===== src/rtl/sfs_pkg.sv =====
`timescale 1ns / 1ps
// ----------------------------------------------------------------------------
// sfs_pkg
// Shared types, constants and the fade curve function of the screen fade
// sequencer.
// ----------------------------------------------------------------------------
package sfs_pkg;

  localparam int TIME_BITS  = 32;
  localparam int EASE_STEPS = 256;   // power of two: the step index is a quotient bit string
  localparam int IDX_W      = $clog2(EASE_STEPS);
  localparam int DIV_STEPS  = IDX_W;
  localparam int CNT_W      = (DIV_STEPS > 1) ? $clog2(DIV_STEPS) : 1;
  localparam int CFG_W      = 16;
  localparam int CODE_W     = 8;
  localparam int LEVEL_W    = 10;
  localparam int KIND_W     = 3;
  localparam int PHASE_W    = 3;
  localparam int ALU_W      = (TIME_BITS > CFG_W + 1) ? TIME_BITS : CFG_W + 1;
  localparam int ADDR_W     = 5;
  localparam int DATA_W     = 32;
  localparam int REG_IDX_W  = 3;

  localparam logic [LEVEL_W-1:0] FULL_LEVEL = 10'd1023;

  localparam logic [CFG_W-1:0]  HALF_RESET    = 16'd500;
  localparam logic [CFG_W-1:0]  HOLD_RESET    = 16'd200;
  localparam logic [CFG_W-1:0]  TIMEOUT_RESET = 16'd5000;
  localparam logic [CODE_W-1:0] OFF_RESET     = 8'd0;
  localparam logic [CODE_W-1:0] STARTUP_RESET = 8'd1;

  // q30 constants for the raised-cosine table
  localparam logic [63:0] PI_Q30      = 64'd3373259426;
  localparam logic [63:0] HALF_PI_Q30 = 64'd1686629713;
  localparam logic [63:0] ONE_Q30     = 64'd1073741824;
  localparam logic [63:0] TWO_Q31     = 64'd2147483648;
  localparam logic [63:0] TAYLOR_DEN [6] = '{64'd2, 64'd12, 64'd30, 64'd56, 64'd90, 64'd132};

  typedef enum logic [KIND_W-1:0] {
    KIND_TICK   = 3'd0,
    KIND_BRIGHT = 3'd1,
    KIND_SCREEN = 3'd2,
    KIND_HEART  = 3'd3,
    KIND_RENDER = 3'd4
  } kind_t;

  typedef enum logic [PHASE_W-1:0] {
    PH_IDLE = 3'd0,
    PH_OUT  = 3'd1,
    PH_WAIT = 3'd2,
    PH_HOLD = 3'd3,
    PH_IN   = 3'd4
  } phase_t;

  typedef enum logic [REG_IDX_W-1:0] {
    REG_HALF    = 3'd0,
    REG_HOLD    = 3'd1,
    REG_TIMEOUT = 3'd2,
    REG_OFF     = 3'd3,
    REG_STARTUP = 3'd4
  } reg_idx_t;

  typedef struct packed {
    logic [CFG_W-1:0]  half;
    logic [CFG_W-1:0]  hold;
    logic [CFG_W-1:0]  timeout;
    logic [CODE_W-1:0] off_code;
    logic [CODE_W-1:0] startup_code;
  } cfg_t;

  typedef struct packed {
    logic [ALU_W-1:0] diff;
    logic             borrow;
  } alu_res_t;

  // backlight level at one curve step, evaluated at elaboration only
  function automatic logic [LEVEL_W-1:0] ease_level(input int unsigned idx,
                                                     input logic rising);
    logic [63:0] a;
    logic [63:0] r;
    logic [63:0] x2;
    logic [63:0] term;
    logic [63:0] u;
    logic [63:0] prod;
    longint      sum;
    logic        neg;
    a = (64'(idx) * PI_Q30) / EASE_STEPS;
    if (a > PI_Q30) a = PI_Q30;
    neg = 1'b0;
    r = a;
    if (a > HALF_PI_Q30) begin
      r = PI_Q30 - a;
      neg = 1'b1;
    end
    x2 = (r * r) >> 30;
    term = ONE_Q30;
    sum = longint'(ONE_Q30);
    for (int k = 0; k < 6; k++) begin
      term = ((term * x2) >> 30) / TAYLOR_DEN[k];
      if (k[0] == 1'b0) sum = sum - longint'(term);
      else sum = sum + longint'(term);
    end
    if (sum < 0) sum = 0;
    if (sum > longint'(ONE_Q30)) sum = longint'(ONE_Q30);
    if (neg) u = ONE_Q30 - 64'(sum);
    else u = ONE_Q30 + 64'(sum);
    if (rising) u = TWO_Q31 - u;
    prod = 64'(FULL_LEVEL) * u;
    return LEVEL_W'(prod >> 31);
  endfunction

endpackage


===== src/rtl/sfs_alu.sv =====
`timescale 1ns / 1ps
// ----------------------------------------------------------------------------
// sfs_alu
// Shared subtractor: elapsed time, limit compares and divider steps.
// ----------------------------------------------------------------------------
module sfs_alu import sfs_pkg::*; (
  input  logic [ALU_W-1:0] op_a,
  input  logic [ALU_W-1:0] op_b,
  output alu_res_t         res
);

  logic [ALU_W:0] wide;

  assign wide       = {1'b0, op_a} - {1'b0, op_b};
  assign res.diff   = wide[ALU_W-1:0];
  assign res.borrow = wide[ALU_W];

endmodule


===== src/rtl/sfs_ease_rom.sv =====
`timescale 1ns / 1ps
// ----------------------------------------------------------------------------
// sfs_ease_rom
// Raised-cosine fade table, down and up curves, registered read.
// ----------------------------------------------------------------------------
module sfs_ease_rom import sfs_pkg::*; (
  input  logic               clk,
  input  logic [IDX_W-1:0]   idx,
  input  logic               rising,
  output logic [LEVEL_W-1:0] level
);

  logic [LEVEL_W-1:0] dn_tab [EASE_STEPS];
  logic [LEVEL_W-1:0] up_tab [EASE_STEPS];
  logic [LEVEL_W-1:0] level_r;

  for (genvar g = 0; g < EASE_STEPS; g++) begin : g_tab
    localparam logic [LEVEL_W-1:0] DN = ease_level(g, 1'b0);
    localparam logic [LEVEL_W-1:0] UP = ease_level(g, 1'b1);
    assign dn_tab[g] = DN;
    assign up_tab[g] = UP;
  end

  always_ff @(posedge clk) begin
    level_r <= rising ? up_tab[idx] : dn_tab[idx];
  end

  assign level = level_r;

endmodule


===== src/rtl/sfs_regs.sv =====
`timescale 1ns / 1ps
// ----------------------------------------------------------------------------
// sfs_regs
// APB-style configuration registers: fade, hold and timeout times, codes.
// ----------------------------------------------------------------------------
module sfs_regs import sfs_pkg::*; (
  input  logic              clk,
  input  logic              rst_n,
  input  logic              psel,
  input  logic              penable,
  input  logic              pwrite,
  input  logic [ADDR_W-1:0] paddr,
  input  logic [DATA_W-1:0] pwdata,
  output logic [DATA_W-1:0] prdata,
  output logic              pready,
  output cfg_t              cfg
);

  cfg_t     cfg_r;
  logic     wr_en;
  reg_idx_t sel;

  assign pready = 1'b1;
  assign wr_en  = psel && penable && pwrite;
  assign sel    = reg_idx_t'(paddr[ADDR_W-1:2]);

  always_ff @(posedge clk) begin
    if (!rst_n) begin
      cfg_r.half         <= HALF_RESET;
      cfg_r.hold         <= HOLD_RESET;
      cfg_r.timeout      <= TIMEOUT_RESET;
      cfg_r.off_code     <= OFF_RESET;
      cfg_r.startup_code <= STARTUP_RESET;
    end else if (wr_en) begin
      unique case (sel)
        REG_HALF:    cfg_r.half         <= pwdata[CFG_W-1:0];
        REG_HOLD:    cfg_r.hold         <= pwdata[CFG_W-1:0];
        REG_TIMEOUT: cfg_r.timeout      <= pwdata[CFG_W-1:0];
        REG_OFF:     cfg_r.off_code     <= pwdata[CODE_W-1:0];
        REG_STARTUP: cfg_r.startup_code <= pwdata[CODE_W-1:0];
        default: ;
      endcase
    end
  end

  always_comb begin
    unique case (sel)
      REG_HALF:    prdata = DATA_W'(cfg_r.half);
      REG_HOLD:    prdata = DATA_W'(cfg_r.hold);
      REG_TIMEOUT: prdata = DATA_W'(cfg_r.timeout);
      REG_OFF:     prdata = DATA_W'(cfg_r.off_code);
      REG_STARTUP: prdata = DATA_W'(cfg_r.startup_code);
      default:     prdata = '0;
    endcase
  end

  assign cfg = cfg_r;

endmodule


===== src/rtl/screen_fade_sequencer.sv =====
`timescale 1ns / 1ps
// ----------------------------------------------------------------------------
// screen_fade_sequencer
// Backlight fade sequencer for screen changes, built around one shared
// subtractor under a small sequencer.
//
// Input words (in_kind, in_screen_code) are ticks, brightness updates, screen
// requests, heartbeats and render passes; each gives one result word with the
// backlight level, the shown screen and the fade phase after that word.
// Registers must be written over the APB port only while the block is idle;
// the block itself does not enforce this. Tick, screen, heartbeat, unused
// kinds and updates in idle or waiting load go straight to the commit step;
// render passes and updates in hold black or at the end of a fade first take
// the elapsed time and a compare, and an update inside a fade then also runs
// the 8-step restoring divider for the curve index and the registered table read.
// in_ready rises again the cycle after the result is loaded, so the block
// takes no new word before the last one has been committed. A waiting result
// does not block the work on the next word; a stalled receiver holds the
// sequencer only in its final commit step. Reset (synchronous, rst_n low)
// clears the clock, phase and flags, shows the startup screen and loads the register defaults.
// ----------------------------------------------------------------------------
module screen_fade_sequencer import sfs_pkg::*; (
  input  logic               clk,
  input  logic               rst_n,
  input  logic               in_valid,
  output logic               in_ready,
  input  logic [KIND_W-1:0]  in_kind,
  input  logic [CODE_W-1:0]  in_screen_code,
  output logic               out_valid,
  input  logic               out_ready,
  output logic [LEVEL_W-1:0] out_pwm_level,
  output logic [CODE_W-1:0]  out_current_screen,
  output logic [PHASE_W-1:0] out_phase,
  input  logic               psel,
  input  logic               penable,
  input  logic               pwrite,
  input  logic [ADDR_W-1:0]  paddr,
  input  logic [DATA_W-1:0]  pwdata,
  output logic [DATA_W-1:0]  prdata,
  output logic               pready
);

  typedef enum logic [5:0] {
    S_IDLE = 6'b000001,
    S_ELAP = 6'b000010,
    S_CMP  = 6'b000100,
    S_DIV  = 6'b001000,
    S_ROM  = 6'b010000,
    S_FIN  = 6'b100000
  } seq_t;

  cfg_t cfg;

  seq_t               state_r, state_nxt;
  logic [KIND_W-1:0]  kind_r;
  logic [CODE_W-1:0]  code_r;
  logic [TIME_BITS-1:0] el_r;
  logic               cmp_r;
  logic [CFG_W-1:0]   rem_r;
  logic [IDX_W-1:0]   q_r;
  logic [CNT_W-1:0]   cnt_r;
  logic               out_valid_r;

  logic [TIME_BITS-1:0] clock_r, clock_nxt;
  logic [TIME_BITS-1:0] start_r, start_nxt;
  logic [TIME_BITS-1:0] hb_r, hb_nxt;
  phase_t             phase_r, phase_nxt;
  logic [CODE_W-1:0]  shown_r, shown_nxt;
  logic [CODE_W-1:0]  pending_r, pending_nxt;
  logic               loaded_r, loaded_nxt;
  logic [LEVEL_W-1:0] bright_r, bright_nxt;

  logic [ALU_W-1:0]   alu_a, alu_b;
  alu_res_t           alu;
  logic [LEVEL_W-1:0] rom_level;
  logic               accept, commit, fading, need_time, need_div;

  sfs_regs u_regs (
    .clk     (clk),
    .rst_n   (rst_n),
    .psel    (psel),
    .penable (penable),
    .pwrite  (pwrite),
    .paddr   (paddr),
    .pwdata  (pwdata),
    .prdata  (prdata),
    .pready  (pready),
    .cfg     (cfg)
  );

  sfs_alu u_alu (
    .op_a (alu_a),
    .op_b (alu_b),
    .res  (alu)
  );

  sfs_ease_rom u_rom (
    .clk    (clk),
    .idx    (q_r),
    .rising (phase_r == PH_IN),
    .level  (rom_level)
  );

  assign in_ready = (state_r == S_IDLE);
  assign accept   = in_valid && in_ready;
  assign commit   = (state_r == S_FIN) && (!out_valid_r || out_ready);
  assign fading   = (phase_r == PH_OUT) || (phase_r == PH_IN);

  // words that need an elapsed time before they can commit
  assign need_time = (in_kind == KIND_RENDER) ||
                     ((in_kind == KIND_BRIGHT) && (fading || (phase_r == PH_HOLD)));
  assign need_div  = (kind_r == KIND_BRIGHT) && fading && alu.borrow;

  // shared unit operand select
  always_comb begin
    alu_a = '0;
    alu_b = '0;
    unique case (state_r)
      S_ELAP: begin
        alu_a = ALU_W'(clock_r);
        alu_b = (kind_r == KIND_RENDER) ? ALU_W'(hb_r) : ALU_W'(start_r);
      end
      S_CMP: begin
        if (kind_r == KIND_RENDER) begin
          // borrow means silence longer than the timeout
          alu_a = ALU_W'(cfg.timeout);
          alu_b = ALU_W'(el_r);
        end else begin
          alu_a = ALU_W'(el_r);
          alu_b = (phase_r == PH_HOLD) ? ALU_W'(cfg.hold) : ALU_W'(cfg.half);
        end
      end
      S_DIV: begin
        alu_a = ALU_W'({rem_r, 1'b0});
        alu_b = ALU_W'(cfg.half);
      end
      default: ;
    endcase
  end

  always_comb begin
    state_nxt = state_r;
    unique case (state_r)
      S_IDLE: if (accept) state_nxt = need_time ? S_ELAP : S_FIN;
      S_ELAP: state_nxt = S_CMP;
      S_CMP:  state_nxt = need_div ? S_DIV : S_FIN;
      S_DIV:  if (cnt_r == CNT_W'(DIV_STEPS - 1)) state_nxt = S_ROM;
      S_ROM:  state_nxt = S_FIN;
      S_FIN:  if (commit) state_nxt = S_IDLE;
      default: state_nxt = S_IDLE;
    endcase
  end

  always_ff @(posedge clk) begin
    if (!rst_n) begin
      state_r     <= S_IDLE;
      out_valid_r <= 1'b0;
    end else begin
      state_r <= state_nxt;
      if (commit) out_valid_r <= 1'b1;
      else if (out_ready) out_valid_r <= 1'b0;
    end
  end

  // sequencer datapath
  always_ff @(posedge clk) begin
    if (accept) begin
      kind_r <= in_kind;
      code_r <= in_screen_code;
    end
    if (state_r == S_ELAP) el_r <= alu.diff[TIME_BITS-1:0];
    if (state_r == S_CMP) begin
      cmp_r <= (kind_r == KIND_RENDER) ? alu.borrow : !alu.borrow;
      rem_r <= el_r[CFG_W-1:0];
      q_r   <= '0;
      cnt_r <= '0;
    end
    if (state_r == S_DIV) begin
      if (!alu.borrow) rem_r <= alu.diff[CFG_W-1:0];
      else rem_r <= alu_a[CFG_W-1:0];
      q_r   <= {q_r[IDX_W-2:0], !alu.borrow};
      cnt_r <= cnt_r + 1'b1;
    end
  end

  // architectural update for the word in hand
  always_comb begin
    clock_nxt   = clock_r;
    start_nxt   = start_r;
    hb_nxt      = hb_r;
    phase_nxt   = phase_r;
    shown_nxt   = shown_r;
    pending_nxt = pending_r;
    loaded_nxt  = loaded_r;
    bright_nxt  = bright_r;
    case (kind_r)
      KIND_TICK: clock_nxt = clock_r + 1'b1;
      KIND_BRIGHT: begin
        case (phase_r)
          PH_OUT: begin
            if (cmp_r) begin
              shown_nxt  = pending_r;
              bright_nxt = '0;
              phase_nxt  = PH_WAIT;
            end else begin
              bright_nxt = rom_level;
            end
          end
          PH_WAIT: begin
            bright_nxt = '0;
            if (loaded_r) begin
              start_nxt = clock_r;
              phase_nxt = PH_HOLD;
            end
          end
          PH_HOLD: begin
            bright_nxt = '0;
            if (cmp_r) begin
              start_nxt = clock_r;
              phase_nxt = PH_IN;
            end
          end
          PH_IN: begin
            if (cmp_r) begin
              bright_nxt  = FULL_LEVEL;
              phase_nxt   = PH_IDLE;
              pending_nxt = '0;
            end else begin
              bright_nxt = rom_level;
            end
          end
          default: bright_nxt = (shown_r == cfg.off_code) ? '0 : FULL_LEVEL;
        endcase
      end
      KIND_SCREEN: begin
        if (code_r != shown_r) begin
          pending_nxt = code_r;
          start_nxt   = clock_r;
          phase_nxt   = PH_OUT;
          loaded_nxt  = 1'b0;
        end
      end
      KIND_HEART: hb_nxt = clock_r;
      KIND_RENDER: begin
        if (cmp_r) shown_nxt = cfg.startup_code;
        if (phase_r == PH_WAIT) loaded_nxt = 1'b1;
      end
      default: ;
    endcase
  end

  always_ff @(posedge clk) begin
    if (!rst_n) begin
      clock_r   <= '0;
      start_r   <= '0;
      hb_r      <= '0;
      phase_r   <= PH_IDLE;
      shown_r   <= STARTUP_RESET;
      pending_r <= '0;
      loaded_r  <= 1'b0;
      bright_r  <= '0;
    end else if (commit) begin
      clock_r   <= clock_nxt;
      start_r   <= start_nxt;
      hb_r      <= hb_nxt;
      phase_r   <= phase_nxt;
      shown_r   <= shown_nxt;
      pending_r <= pending_nxt;
      loaded_r  <= loaded_nxt;
      bright_r  <= bright_nxt;
    end
  end

  // state only moves on commit, which waits for a free output, so it is the result word
  assign out_valid          = out_valid_r;
  assign out_pwm_level      = bright_r;
  assign out_current_screen = shown_r;
  assign out_phase          = phase_r;

  a_busy_after_accept: assert property (@(posedge clk) disable iff (!rst_n)
    accept |=> !in_ready)
    else $error("sequencer ready right after taking a word");

  a_rem_below_half: assert property (@(posedge clk) disable iff (!rst_n)
    (state_r == S_DIV) |-> (rem_r < cfg.half))
    else $error("divider remainder reached the half time");

  a_div_only_fading: assert property (@(posedge clk) disable iff (!rst_n)
    (state_r == S_DIV) |-> ((phase_r == PH_OUT) || (phase_r == PH_IN)))
    else $error("divider running outside a fade");

  a_black_phases: assert property (@(posedge clk) disable iff (!rst_n)
    ((phase_r == PH_WAIT) || (phase_r == PH_HOLD)) |-> (bright_r == '0))
    else $error("backlight on while waiting load or holding black");

endmodule


===== config.mk =====
export PLATFORM = sky130hd
export DESIGN_NAME = screen_fade_sequencer
export DESIGN_NICKNAME = d
export VERILOG_FILES = /design/src/rtl/sfs_pkg.sv /design/src/rtl/sfs_alu.sv /design/src/rtl/sfs_ease_rom.sv /design/src/rtl/sfs_regs.sv /design/src/rtl/screen_fade_sequencer.sv
export SDC_FILE = /design/constraint.sdc
export NUM_CORES = 1
export LEC_CHECK = 0
export ABC_AREA = 1
export BUFFER_PORTS_ARGS = -buffer_cell sky130_fd_sc_hd__buf_2
export CAP_MARGIN = 20
export CORE_UTILIZATION = 40
export CTS_CLUSTER_SIZE = 25
export DETAILED_ROUTE_END_ITERATION = 10
export PLACE_DENSITY = 0.62
export SLEW_MARGIN = 15
export SYNTH_ARGS = -nofsm -noshare
export SYNTH_HDL_FRONTEND = slang
export SYNTH_SLANG_ARGS = --single-unit

===== constraint.sdc =====
create_clock -name clk -period 3.8 [get_ports clk]
set_clock_uncertainty 0.05 [all_clocks]
set_input_delay 0.76 -clock clk [delete_from_list [all_inputs] [get_ports clk]]
set_output_delay 0.76 -clock clk [all_outputs]
set_load 0.005 [all_outputs]

==> summary.md, run 1 <==
| Metric | Value |
|---|---|
| Critical Path AT | `3.91 ns` |
| Hold-fix buffers at CTS | `0` |
| Post-DR wirelength/cell | `19.6 um` |
| Yosys reg bits | `278` |
| Syn avg cell area | `6.31 um^2` |
| Worst-Skew Late Latency | `0.59 ns` |
| Initial Util | `0.405` |
| CP endpoint kind | `register` |
| Die Ht | `222 um` |
| First-pass GRT wire length | `113 mm` |
| CP required | `4.08 ns` |
| Routed WL | `73.6 mm` |
| Max Cap Viol | `0` |
| Status | `complete, no violations` |
| Maximum number of pins on one net before global-route repair | `65` |
| Reg-to-reg slack, setup | `0.17 ns` |
| Power density over cell area | `300 nW/um^2` |
| Max Root-Sink Buffers | `3` |
| Vias per inst | `5.61` |
| Worst flop-to-flop path startpoint | `state_r[0]` |
| Min cycle time layout | `3.63 ns` |
| CTS buffer count | `30` |
| Post-synthesis sequential area ratio | `0.325` |
| GRT Overall Usage | `0.291` |
| R2r endpoint | `rem_r[7]` |
| Initial drt markers | `2419` |
| Worst Path Max Fanout | `21` |
| Rows | `80` |
| IO Port Bufs | `75` |
| Hold Startpoint | `in_screen_code[4]` |
| Crit share post-route | `0.956` |
| Setup-failing EPs final | `0` |
| Worst min path class | `in -> reg` |
| Gate Count Post-Synth | `3060` |
| Final Max Slew Viols | `0` |
| Slew headroom | `0.271` |
| Residual DRC | `0` |
| Vias in the first global route | `19.5k` |
| WS Path Type | `reg -> reg` |
| CTS tree | `built` |
| Fmax | `0.275 GHz` |
| Initial antenna violation count | `4` |
| Vias post-DR | `21.1k` |
| Final Hold Vio Count | `0` |
| FILL cells | `5072` |
| DRT Pass-1 Iters | `7` |
| CTS root buf | `clkbuf_16` |
| Global route total overflow | `0` |
| Tightest Pin Transition | `1.09 ns` |
| Critical Path Source Type | `register` |
| Die Wd | `222 um` |
| Mapped cell area | `19300 um^2` |
| Leakage | `10.1 nW` |
| Clock slew at reported path FFs | `0.06 ns` |
| Gp weighted congestion | `0.996` |
| Hpwl dp | `54.8 mm` |
| Hold worst-path end | `code_r[4]` |
| Die area | `49200 um^2` |
| I/O pin cnt | `111` |
| Maximum VDD drop | `0.350 mV` |
| Routed Antenna Nets | `0` |
| WHS | `0.294 ns` |
| P&R area growth vs syn | `12.2%` |
| Post-synthesis cell type count | `55` |
| Final Power | `6.50 mW` |
| Nets | `3229` |
| CTS HTree Levels | `1` |
| Worst Reg-to-Reg Cells | `19` |
| Synth warn | `0` |
| Core area | `47600 um^2` |
| Ratio of cells with drive above 1 in the final layout | `0.0844` |
| CTS sink cnt | `278` |
| Hold path depth | `1` |
-- cell usage after synthesis, drive strengths merged --
| cell type | number | area share |
|---|---|---|
| ha | 53 | 0.034 |
| xnor2 | 16 | 0.0073 |
| buf | 87 | 0.025 |
| dfxtp | 207 | 0.21 |
| fa | 2 | 0.0021 |
| nand4 | 32 | 0.011 |
| xor2 | 36 | 0.016 |
| a31oi | 14 | 0.0045 |
| nand3 | 220 | 0.058 |
| a22oi | 7 | 0.0030 |
| o22ai | 18 | 0.0058 |
| a211oi | 4 | 0.0016 |
| nand2 | 865 | 0.17 |
| a221oi | 5 | 0.0023 |
| o21bai | 9 | 0.0035 |
| o32ai | 2 | 0.00091 |
| a21o | 3 | 0.0012 |
| inv | 335 | 0.065 |
| o2111ai | 3 | 0.0014 |
| nor4 | 2 | 0.0014 |
| o21ai | 256 | 0.066 |
| a311oi | 1 | 0.00045 |
| a21oi | 246 | 0.065 |
| a2111oi | 1 | 0.00045 |
| and2 | 1 | 0.00032 |
| and3 | 3 | 0.00097 |
| nor2 | 371 | 0.073 |
| a21boi | 2 | 0.00078 |
| clkbuf | 72 | 0.014 |
| clkinv | 5 | 0.00097 |
| nand3b | 14 | 0.0054 |
| nor3 | 47 | 0.015 |
| nor3b | 1 | 0.00039 |
| o211ai | 41 | 0.016 |
| or2 | 2 | 0.00065 |
| conb | 2 | 0.00039 |
| o221ai | 2 | 0.00091 |
| edfxtp | 71 | 0.11 |
| o21a | 2 | 0.00078 |
-- through the flow --
step	utilization	cell area (um^2)	TNS (ns)	instances	setup WS [ns]
6_report	0.455	21700	0	3757	0.168
5_1_grt	0.455	21700	-0.000212	3756	-0.000212
4_1_cts	0.453	21600	0	3753	0.124
3_5_place_dp	0.432	20600	0	3699	0.134
3_3_place_gp	0.432	20600	0	3699	0.232
2_1_floorplan	-	19400	0	3075	0.347
-- worst max-delay path by stage --
stage / depth (start not counted) / to / slack [ns] / start
after global placement: 19 / rem_r[3] / 0.23 / kind_r[0]
after detailed placement: 19 / rem_r[7] / 0.13 / kind_r[0]
after CTS: 19 / rem_r[7] / 0.12 / kind_r[1]
final: 19 / rem_r[7] / 0.17 / state_r[0]
after floorplan: 20 / rem_r[3] / 0.35 / state_r[5]
after global routing: 22 / rem_r[14] / -0.0002 / out_phase[0]
-- power breakdown --
part / internal, mW / switching, mW / total (mW)
sequential: 3.08 / 0.0348 / 3.12
clock: 1.65 / 1.23 / 2.88
combinational: 0.154 / 0.356 / 0.510
total: 4.89 / 1.62 / 6.50
-- sequential cells by signal (all words and copies together) (netlist names), 3 cells and up --
signal and cells:
out_current_screen 8, kind_r 3, pending_r 8, state_r 6, rem_r 16, el_r 32, out_phase 3, hb_r 32
clock_r 32, q_r 8, code_r 8, u_rom.level 10, cnt_r 3, start_r 32, out_pwm_level 10, u_regs.cfg 64
-- layout make-up --
class	count	area [um^2]	share of cell area
Antenna cell	1	2.50	0.000115
Clock buffer	47	917	0.0423
Clock inverter	7	47.5	0.00219
Inverter	340	1280	0.0591
Multi-Input combinational cell	2298	11100	0.513
Sequential cell	278	6280	0.290
Tap cell	615	769	0.0355
Timing Repair Buffer	171	1260	0.0581
-- what timing repair did --
item / 4_1_cts / 5_1_grt
gates resized for setup: 0 / 12
endpoints found under the setup margin: 0 / 24
setup buffers: 0 / 1
-- cell usage in the layout, fill, tap and decap left out, types with 3 or more instances in the layout --
master | Yosys | final
o22ai_1 | 18 | 17
o21bai_1 | 9 | 9
clkbuf_8 | 0 | 6
dfxtp_1 | 207 | 207
nor2_2 | 4 | 7
clkbuf_16 | 0 | 32
clkinv_2 | 0 | 6
nand3_1 | 216 | 213
o211ai_1 | 41 | 41
buf_12 | 0 | 12
a211oi_1 | 4 | 3
a22oi_1 | 6 | 6
ha_1 | 53 | 53
xnor2_1 | 16 | 16
nor2_1 | 367 | 363
o21ai_1 | 30 | 30
nor3_4 | 3 | 3
edfxtp_1 | 71 | 71
nor3_1 | 41 | 40
a21o_1 | 3 | 3
clkbuf_1 | 72 | 9
inv_2 | 13 | 13
nand2_1 | 862 | 862
o2111ai_1 | 3 | 3
xor2_1 | 36 | 36
a21oi_1 | 244 | 244
conb_1 | 2 | 17
o21ai_0 | 226 | 226
buf_2 | 48 | 74
clkinv_1 | 5 | 4
buf_4 | 19 | 83
and3_1 | 3 | 3
nand3b_1 | 14 | 14
nand4_1 | 31 | 31
nor3_2 | 3 | 4
nand3_2 | 3 | 6
a221oi_1 | 5 | 5
a31oi_1 | 14 | 14
inv_1 | 322 | 321
-- worst max-delay path, stage by stage, from the launching register on --
cell,delay (ns)
dfxtp_1,0.32
nor2_1,0.26
nand3_2,0.23
clkinv_1,0.15
buf_12,0.17
o21ai_0,0.12
o22ai_1,0.30
a21oi_1,0.17
ha_1,0.37
nand2_1,0.10
inv_1,0.06
a21oi_1,0.17
nand2_1,0.11
nand2_1,0.07
nand2_1,0.07
nand2_2,0.09
buf_4,0.27
nand3_1,0.10
nand3_1,0.10
nand2_1,0.06
-- routing by layer --
metal  share of wire  track usage  vias to the layer above
li1                -            -                    10084
met1            0.44        0.413                     9801
met2            0.44        0.453                      995
met3           0.083       0.0400                      178
met4           0.034       0.0990                        0
met5               0            0                        -
-- kinds of logic (layout without fill, tap and decap cells) --
kind of cell / count (synthesis) / after routing / synth area share
AO/OA/AOI/OAI: 616 / 616 / 0.175
XOR/XNOR: 52 / 52 / 0.0236
adder cells (fa/ha/maj): 55 / 55 / 0.0364
buffers and inverters: 499 / 565 / 0.105
flip-flops: 278 / 278 / 0.325
other: 2 / 18 / 0.000389
AND/OR/NAND/NOR: 1558 / 1558 / 0.335
Power figures use the tool's default switching activity.
==> inputs of run 2 (changes only) <==
--- a/config.mk
+++ b/config.mk
@@ -6,12 +6,13 @@
 export NUM_CORES = 1
 export LEC_CHECK = 0
 export ABC_AREA = 1
-export BUFFER_PORTS_ARGS = -buffer_cell sky130_fd_sc_hd__buf_2
 export CAP_MARGIN = 20
 export CORE_UTILIZATION = 40
+export CTS_BUF_LIST = sky130_fd_sc_hd__clkbuf_16
 export CTS_CLUSTER_SIZE = 25
 export DETAILED_ROUTE_END_ITERATION = 10
-export PLACE_DENSITY = 0.62
+export DONT_BUFFER_PORTS = 1
+export PLACE_DENSITY = 0.6
 export SLEW_MARGIN = 15
 export SYNTH_ARGS = -nofsm -noshare
 export SYNTH_HDL_FRONTEND = slang
==> summary.md, run 2 (same netlist as run 1, synthesis figures left out) <==
| Metric | Value |
|---|---|
| Routed Antenna Nets | `0 (unchanged)` |
| Initial drt markers | `2148 (-11%)` |
| Gp weighted congestion | `0.963 (-3.3%)` |
| Leakage | `9.90 nW (-2.2%)` |
| CP max-delay cell | `edfxtp_1` |
| Routed WL | `76.6 mm (+4.1%)` |
| Die Ht | `222 um (unchanged)` |
| Cell repeated most along the worst path | `nand2_1` |
| Vias post-DR | `20.8k (-1.2%)` |
| Vias in the first global route | `19.5k (+0.28%)` |
| Global route total overflow | `0 (unchanged)` |
| Tightest Pin Transition | `1.08 ns (-0.0167 ns)` |
| IO Port Bufs | `0 (-100%)` |
| Max Root-Sink Buffers | `3 (unchanged)` |
| Critical Path AT | `3.92 ns (about the same)` |
| CTS root buf | `clkbuf_16` |
| Hold-fix buffers at CTS | `0 (unchanged)` |
| Power density over cell area | `309 nW/um^2 (+3.0%)` |
| Worst min path class | `in -> reg` |
| Final Max Slew Viols | `0 (unchanged)` |
| Min cycle time layout | `3.60 ns (-0.0322 ns)` |
| CTS HTree Levels | `2 (+1)` |
| Die area | `49200 um^2 (unchanged)` |
| Max Cap Viol | `0 (unchanged)` |
| FILL cells | `5049 (-0.45%)` |
| Setup-failing EPs final | `0 (unchanged)` |
| Initial antenna violation count | `0 (-4)` |
| Worst Path Max Fanout | `19 (-9.5%)` |
| Core area | `47600 um^2 (unchanged)` |
| I/O pin cnt | `111 (unchanged)` |
| DRT Pass-1 Iters | `6 (-1)` |
| CTS sink cnt | `278 (unchanged)` |
| First-pass GRT wire length | `117 mm (+3.5%)` |
| Setup WS pre-CTS | `0.145 ns (+0.0107 ns)` |
| Crit share post-route | `0.947 (-0.00847)` |
| Nets | `3172 (-1.8%)` |
| Slew headroom | `0.282 (+0.0111)` |
| Post-CTS setup buffers | `0 (unchanged)` |
| Maximum number of pins on one net before global-route repair | `152 (+130%)` |
| Most common cell after layout, fill and taps aside | `nand2_1` |
| P&R area growth vs syn | `10.7%` |
| CP max stage delay | `0.44 ns (+0.07 ns)` |
| Fmax | `0.278 GHz (+0.89%)` |
| Die Wd | `222 um (unchanged)` |
| Final Hold Vio Count | `0 (unchanged)` |
| CP cell instances | `nor2_2, nand2_4, nor2_2, buf_12, inv_1, o22ai_1, inv_1, ha_1, nand2_1, inv_1, nand2_1, and2_1, nand2_1, a21oi_4, buf_6, buf_4, nand3_1, nand2_1, a21oi_1` |
| Status | `complete, no violations` |
| GRT Overall Usage | `0.306 (+0.0149)` |
| Hpwl dp | `56.6 mm (+3.3%)` |
| Most frequent cells in the layout | `nand2_1, nor2_1, inv_1` |
| Max reg flops | `64 (unchanged)` |
| Reg-to-reg slack, setup | `0.20 ns (+0.03 ns)` |
| Post-cts resize count | `0 (unchanged)` |
| CTS tree | `built` |
| Cells after DPL | `3640 (-1.6%)` |
| Residual DRC | `0 (unchanged)` |
| Vias per inst | `5.62 (+0.23%)` |
| Final std cells w/o fill | `3702 (-1.5%)` |
| Clock slew at reported path FFs | `0.06 ns (about the same)` |
| CTS buffer count | `34 (+13%)` |
| Initial Util | `0.405 (unchanged)` |
| CP endpoint kind | `register` |
| Final core utilization | `0.449 (-0.00583)` |
| Maximum VDD drop | `0.201 mV (-43%)` |
| DP Area | `20300 um^2 (-1.5%)` |
| Worst-Skew Late Latency | `0.54 ns (-0.05 ns)` |
| Setup WS post-layout | `0.200 ns (+0.0322 ns)` |
| Rows | `80 (unchanged)` |
| CP required | `4.12 ns (+0.04 ns)` |
| Post-DR wirelength/cell | `20.7 um (+5.6%)` |
| Ratio of cells with drive above 1 in the final layout | `0.0651 (-0.0193)` |
| Design Area, Final | `21400 um^2 (-1.3%)` |
| Critical Path Source Type | `register` |
| N_diodes | `0 (-1)` |
| WS Path Type | `reg -> reg` |
[run 2: path summary, 6_finish.rpt]
check          startpoint      endpoint  depth (start not counted)
max             kind_r[1]    state_r[5]                         19
min            in_kind[1]     kind_r[1]                          0
max reg2reg     kind_r[1]    state_r[5]                         19
min reg2reg  pending_r[2]  pending_r[2]                          2
[run 2: layout make-up]
type / count / area (um^2) / share of cell area
sequential: 278 / 6280 / 0.293
clock buffer: 37 / 926 / 0.0433
inverter: 340 / 1280 / 0.0598
timing repair buffer: 110 / 920 / 0.0430
clock inverter: 24 / 100 / 0.00468
multi-input combinational: 2298 / 11100 / 0.520
tap: 615 / 769 / 0.0360
[run 2: per-stage QoR]
step	power [mW]	hold slack, ns	TNS [ns]
after floorplan	3.50	0.371	0
after global placement	3.60	0.379	0
after detailed placement	3.60	0.390	0
after CTS	6.63	0.247	0
after global routing	6.82	0.251	-0.0502
final	6.61	0.270	0
[run 2: where the power goes]
part	total [mW]	switching, mW	internal (mW)	leakage (nW)
sequential	3.12	0.0350	3.08	2.31
clock	3.05	1.31	1.74	0.559
combinational	0.441	0.313	0.128	7.03
total	6.61	1.65	4.95	9.90
[run 2: worst max-delay path, delay by kind of cell (launching register included)]
kind	cells	cell delay, ns
AOI/OAI and AO/OA	3	0.48
adders and majority gates	1	0.36
buffers and inverters	6	0.79
DFF	1	0.44
and+or+nand+nor	9	1.30
[run 2: metal layers]
| metal | part of all wire | global-route usage | wire [um] | vias up |
|---|---|---|---|---|
| li1 | - | - | - | 9982 |
| met1 | 0.45 | 0.423 | 34200 | 9749 |
| met2 | 0.44 | 0.483 | 34000 | 918 |
| met3 | 0.076 | 0.0496 | 5790 | 149 |
| met4 | 0.033 | 0.108 | 2550 | 0 |
| met5 | 0 | 0 | 0 | - |
==> inputs of run 3 (changes only) <==
--- a/config.mk
+++ b/config.mk
@@ -16,4 +16,5 @@
 export SLEW_MARGIN = 15
 export SYNTH_ARGS = -nofsm -noshare
 export SYNTH_HDL_FRONTEND = slang
+export SYNTH_HIERARCHICAL = 1
 export SYNTH_SLANG_ARGS = --single-unit
==> summary.md, run 3 <==
| Metric | Value |
|---|---|
| Status | `complete, no violations` |
| Min cycle time layout | `3.62 ns (+0.0201 ns)` |
| Setup WS pre-CTS | `-0.0811 ns (-0.226 ns)` |
| Reg area | `6280 um^2 (unchanged)` |
| Die area | `51700 um^2 (+5.1%)` |
| Worst Path Max Fanout | `24 (+5)` |
| Hpwl dp | `52.4 mm (-7.5%)` |
| Hold-fix buffers at CTS | `0 (unchanged)` |
| Die Ht | `227 um (+2.5%)` |
| FILL cells | `5357 (+6.1%)` |
| GRT Overall Usage | `0.276 (-0.0305)` |
| IO Port Bufs | `0 (unchanged)` |
| Core area | `50200 um^2 (+5.3%)` |
| Yosys reg bits | `278 (unchanged)` |
| First-pass GRT wire length | `112 mm (-4.6%)` |
| Most frequent cells in the layout | `nand2_1, nor2_1, inv_1` |
| Synth warn | `6 (+6)` |
| DP Area | `21600 um^2 (+6.5%)` |
| Design Area, Final | `22900 um^2 (+7.1%)` |
| Worst Setup SP | `state_r[5]` |
| Critical Path AT | `3.84 ns (-0.08 ns)` |
| Nets | `3464 (+9.2%)` |
| Area occupied by multi-input gates | `11700 um^2 (+5.2%)` |
| CTS tree | `built` |
| Vias in the first global route | `19.9k (+1.9%)` |
| Post-synth EDFFs | `71 (unchanged)` |
| Max Cap Viol | `0 (unchanged)` |
| Critical Path Source Type | `register` |
| Routed WL | `71.2 mm (-6.9%)` |
| CP endpoint kind | `register` |
| Final core utilization | `0.457 (+0.00786)` |
| Post-synthesis sequential area ratio | `0.309 (-0.0159)` |
| Global route total overflow | `0 (unchanged)` |
| Clock slew at reported path FFs | `0.06 ns (about the same)` |
| CP required | `4.02 ns (-0.10 ns)` |
| Post-DR wirelength/cell | `17.6 um (-15%)` |
| Area leader, netlist | `dfxtp_1` |
| Max Root-Sink Buffers | `3 (unchanged)` |
| Max reg flops | `64 (unchanged)` |
| Worst flop-to-flop path startpoint | `state_r[5]` |
| Worst Reg-to-Reg Cells | `24 (+5)` |
| Setup WS post-layout | `0.180 ns (-0.0201 ns)` |
| R2r endpoint | `rem_r[14]` |
| Initial drt markers | `1929 (-10%)` |
| Final Power | `7.02 mW (+6.2%)` |
| Power density over cell area | `306 nW/um^2 (-0.91%)` |
| Fmax | `0.276 GHz (-0.56%)` |
| Gp weighted congestion | `0.990 (+2.8%)` |
| Largest cells by area after synthesis | `dfxtp_1, nand2_1, edfxtp_1` |
| Leakage | `10.7 nW (+7.7%)` |
| Tightest Pin Transition | `0.953 ns (-0.123 ns)` |
| Mapped cell area | `20300 um^2 (+5.1%)` |
| Maximum VDD drop | `0.242 mV (+20%)` |
| Vias post-DR | `21.3k (+2.4%)` |
| Setup-failing EPs final | `0 (unchanged)` |
| DRT Pass-1 Iters | `5 (-1)` |
| Total Neg Setup Slack | `0 ns (unchanged)` |
| I/O pin cnt | `111 (unchanged)` |
| Vias per inst | `5.25 (-6.5%)` |
| Top cell type's share of synthesized area | `0.204 (-0.0105)` |
| CP endpoint | `rem_r[14]` |
| Reg-to-reg slack, setup | `0.18 ns (-0.02 ns)` |
| Routed Antenna Nets | `0 (unchanged)` |
| Post-synthesis cell type count | `59 (+7.3%)` |
| Crit share post-route | `0.953 (+0.00530)` |
| Initial antenna violation count | `0 (unchanged)` |
| Most common cell in the netlist | `nand2_1` |
| Residual DRC | `0 (unchanged)` |
| Top_reg_cell synth | `dfxtp_1` |
| CTS buffer count | `34 (unchanged)` |
| CTS sink cnt | `278 (unchanged)` |
| Gate Count Post-Synth | `3309 (+8.1%)` |
| Maximum number of pins on one net before global-route repair | `171 (+13%)` |
| Final Max Slew Viols | `0 (unchanged)` |
| Die Wd | `227 um (+2.5%)` |
| Worst-Skew Late Latency | `0.53 ns (about the same)` |
| CTS HTree Levels | `2 (unchanged)` |
| RSZ-0062 raised after global routing | `yes` |
| N_diodes | `0 (unchanged)` |
| Synth top cells by count | `nand2_1, nor2_1, inv_1, nand3_1, dfxtp_1` |
| P&R area growth vs syn | `12.8%` |
| Rows | `82 (+2.5%)` |
| Most common cell after layout, fill and taps aside | `nand2_1` |
| Syn avg cell area | `6.14 um^2 (-2.8%)` |
| Worst min path class | `in -> reg` |
| Final Hold Vio Count | `0 (unchanged)` |
| Slew headroom | `0.361 (+0.0783)` |
| CTS root buf | `clkbuf_16` |
| Ys async rst share | `0 (unchanged)` |
| Initial Util | `0.405 (-0.000578)` |
| Ratio of cells with drive above 1 in the final layout | `0.100 (+0.0351)` |
| WS Path Type | `reg -> reg` |
==> run 3: cell count changes in the layout (fill, tap and decap cells not counted), moves of 18 or more <==
cell     previous run  this run
o21ai_1            30        12
nor2_2              7        36
inv_1             335       412
nand3_1           214       271
nand2_2             2        21
nand2_1           861      1014
o21ai_0           226       201
a21oi_1           243       142
buf_4             100       141
nor2_1            362       448
==> run 3: power by group <==
group	internal, mW	total (mW)	switching (mW)
Clock	1.92	3.29	1.36
Sequential	3.10	3.14	0.0433
Combinational	0.183	0.593	0.410
==> run 3: how the worst min path moves through the flow <==
stage / start / endpoint / slack, ns / depth (start not counted)
2_1_floorplan: hb_r[11] / hb_r[11] / 0.37 / 2
3_3_place_gp: hb_r[11] / hb_r[11] / 0.38 / 2
3_5_place_dp: hb_r[12] / hb_r[12] / 0.38 / 2
4_1_cts: in_screen_code[5] / code_r[5] / 0.25 / 0
5_1_grt: in_screen_code[7] / code_r[7] / 0.25 / 0
6_report: in_screen_code[5] / code_r[5] / 0.27 / 0
==> run 3: kinds of logic (layout without fill, tap and decap cells) <==
kind of cell    count (synthesis)  in the layout  share of synthesized area
other cells                     2             17                   0.000370
compound gates                463            463                      0.128
xor+xnor                       25             25                     0.0108
simple gates                 1903           1903                      0.397
buf+inv                       588            648                      0.123
fa+ha+maj                      50             50                     0.0312
flops                         278            278                      0.309
==> run 3: metrics by stage <==
step | std cells | hold slack (ns)
2_1_floorplan | 3324 | 0.370
3_3_place_gp | 3992 | 0.379
3_5_place_dp | 3992 | 0.381
4_1_cts | 4053 | 0.255
5_1_grt | 4056 | 0.254
6_report | 4056 | 0.272
==> run 3: routing by layer <==
| metal | track usage | vias up | wire length, um |
|---|---|---|---|
| li1 | - | 10631 | - |
| met1 | 0.368 | 9654 | 30900 |
| met2 | 0.448 | 851 | 32500 |
| met3 | 0.0370 | 159 | 5170 |
| met4 | 0.113 | 0 | 2630 |
| met5 | 0 | - | 0 |
==> run 3: what timing repair did <==
action | in CTS | in global routing
setup buffers | 0 | 2
resized for setup | 1 | 32
pin swaps | 0 | 2
gates cloned | 0 | 1
setup endpoints to repair | 17 | 18
==> run 3: final cells by class <==
| type | count | share of cell area |
|---|---|---|
| Clock buffer | 39 | 0.0426 |
| Clock inverter | 22 | 0.00672 |
| Inverter | 428 | 0.0707 |
| Multi-Input combinational cell | 2458 | 0.511 |
| Sequential cell | 278 | 0.274 |
| Tap cell | 672 | 0.0367 |
| Timing Repair Buffer | 158 | 0.0587 |
| Timing Repair inverter | 1 | 0.000218 |
==> run 3: critical path, cell delays in order (launching register included) <==
cell	delay [ns]
dfxtp_1	0.34
nor2_2	0.05
buf_4	0.13
nand4_1	0.10
buf_12	0.16
buf_12	0.19
buf_4	0.18
nor2_1	0.05
nor3_1	0.28
inv_1	0.08
ha_1	0.32
nand2_1	0.08
nor2_1	0.16
nand2_1	0.12
nand2_2	0.08
nand2_1	0.06
nand3b_1	0.10
a21oi_1	0.08
buf_4	0.15
buf_6	0.13
inv_1	0.11
nor2_4	0.06
buf_4	0.15
nand2_1	0.06
nand2_1	0.05
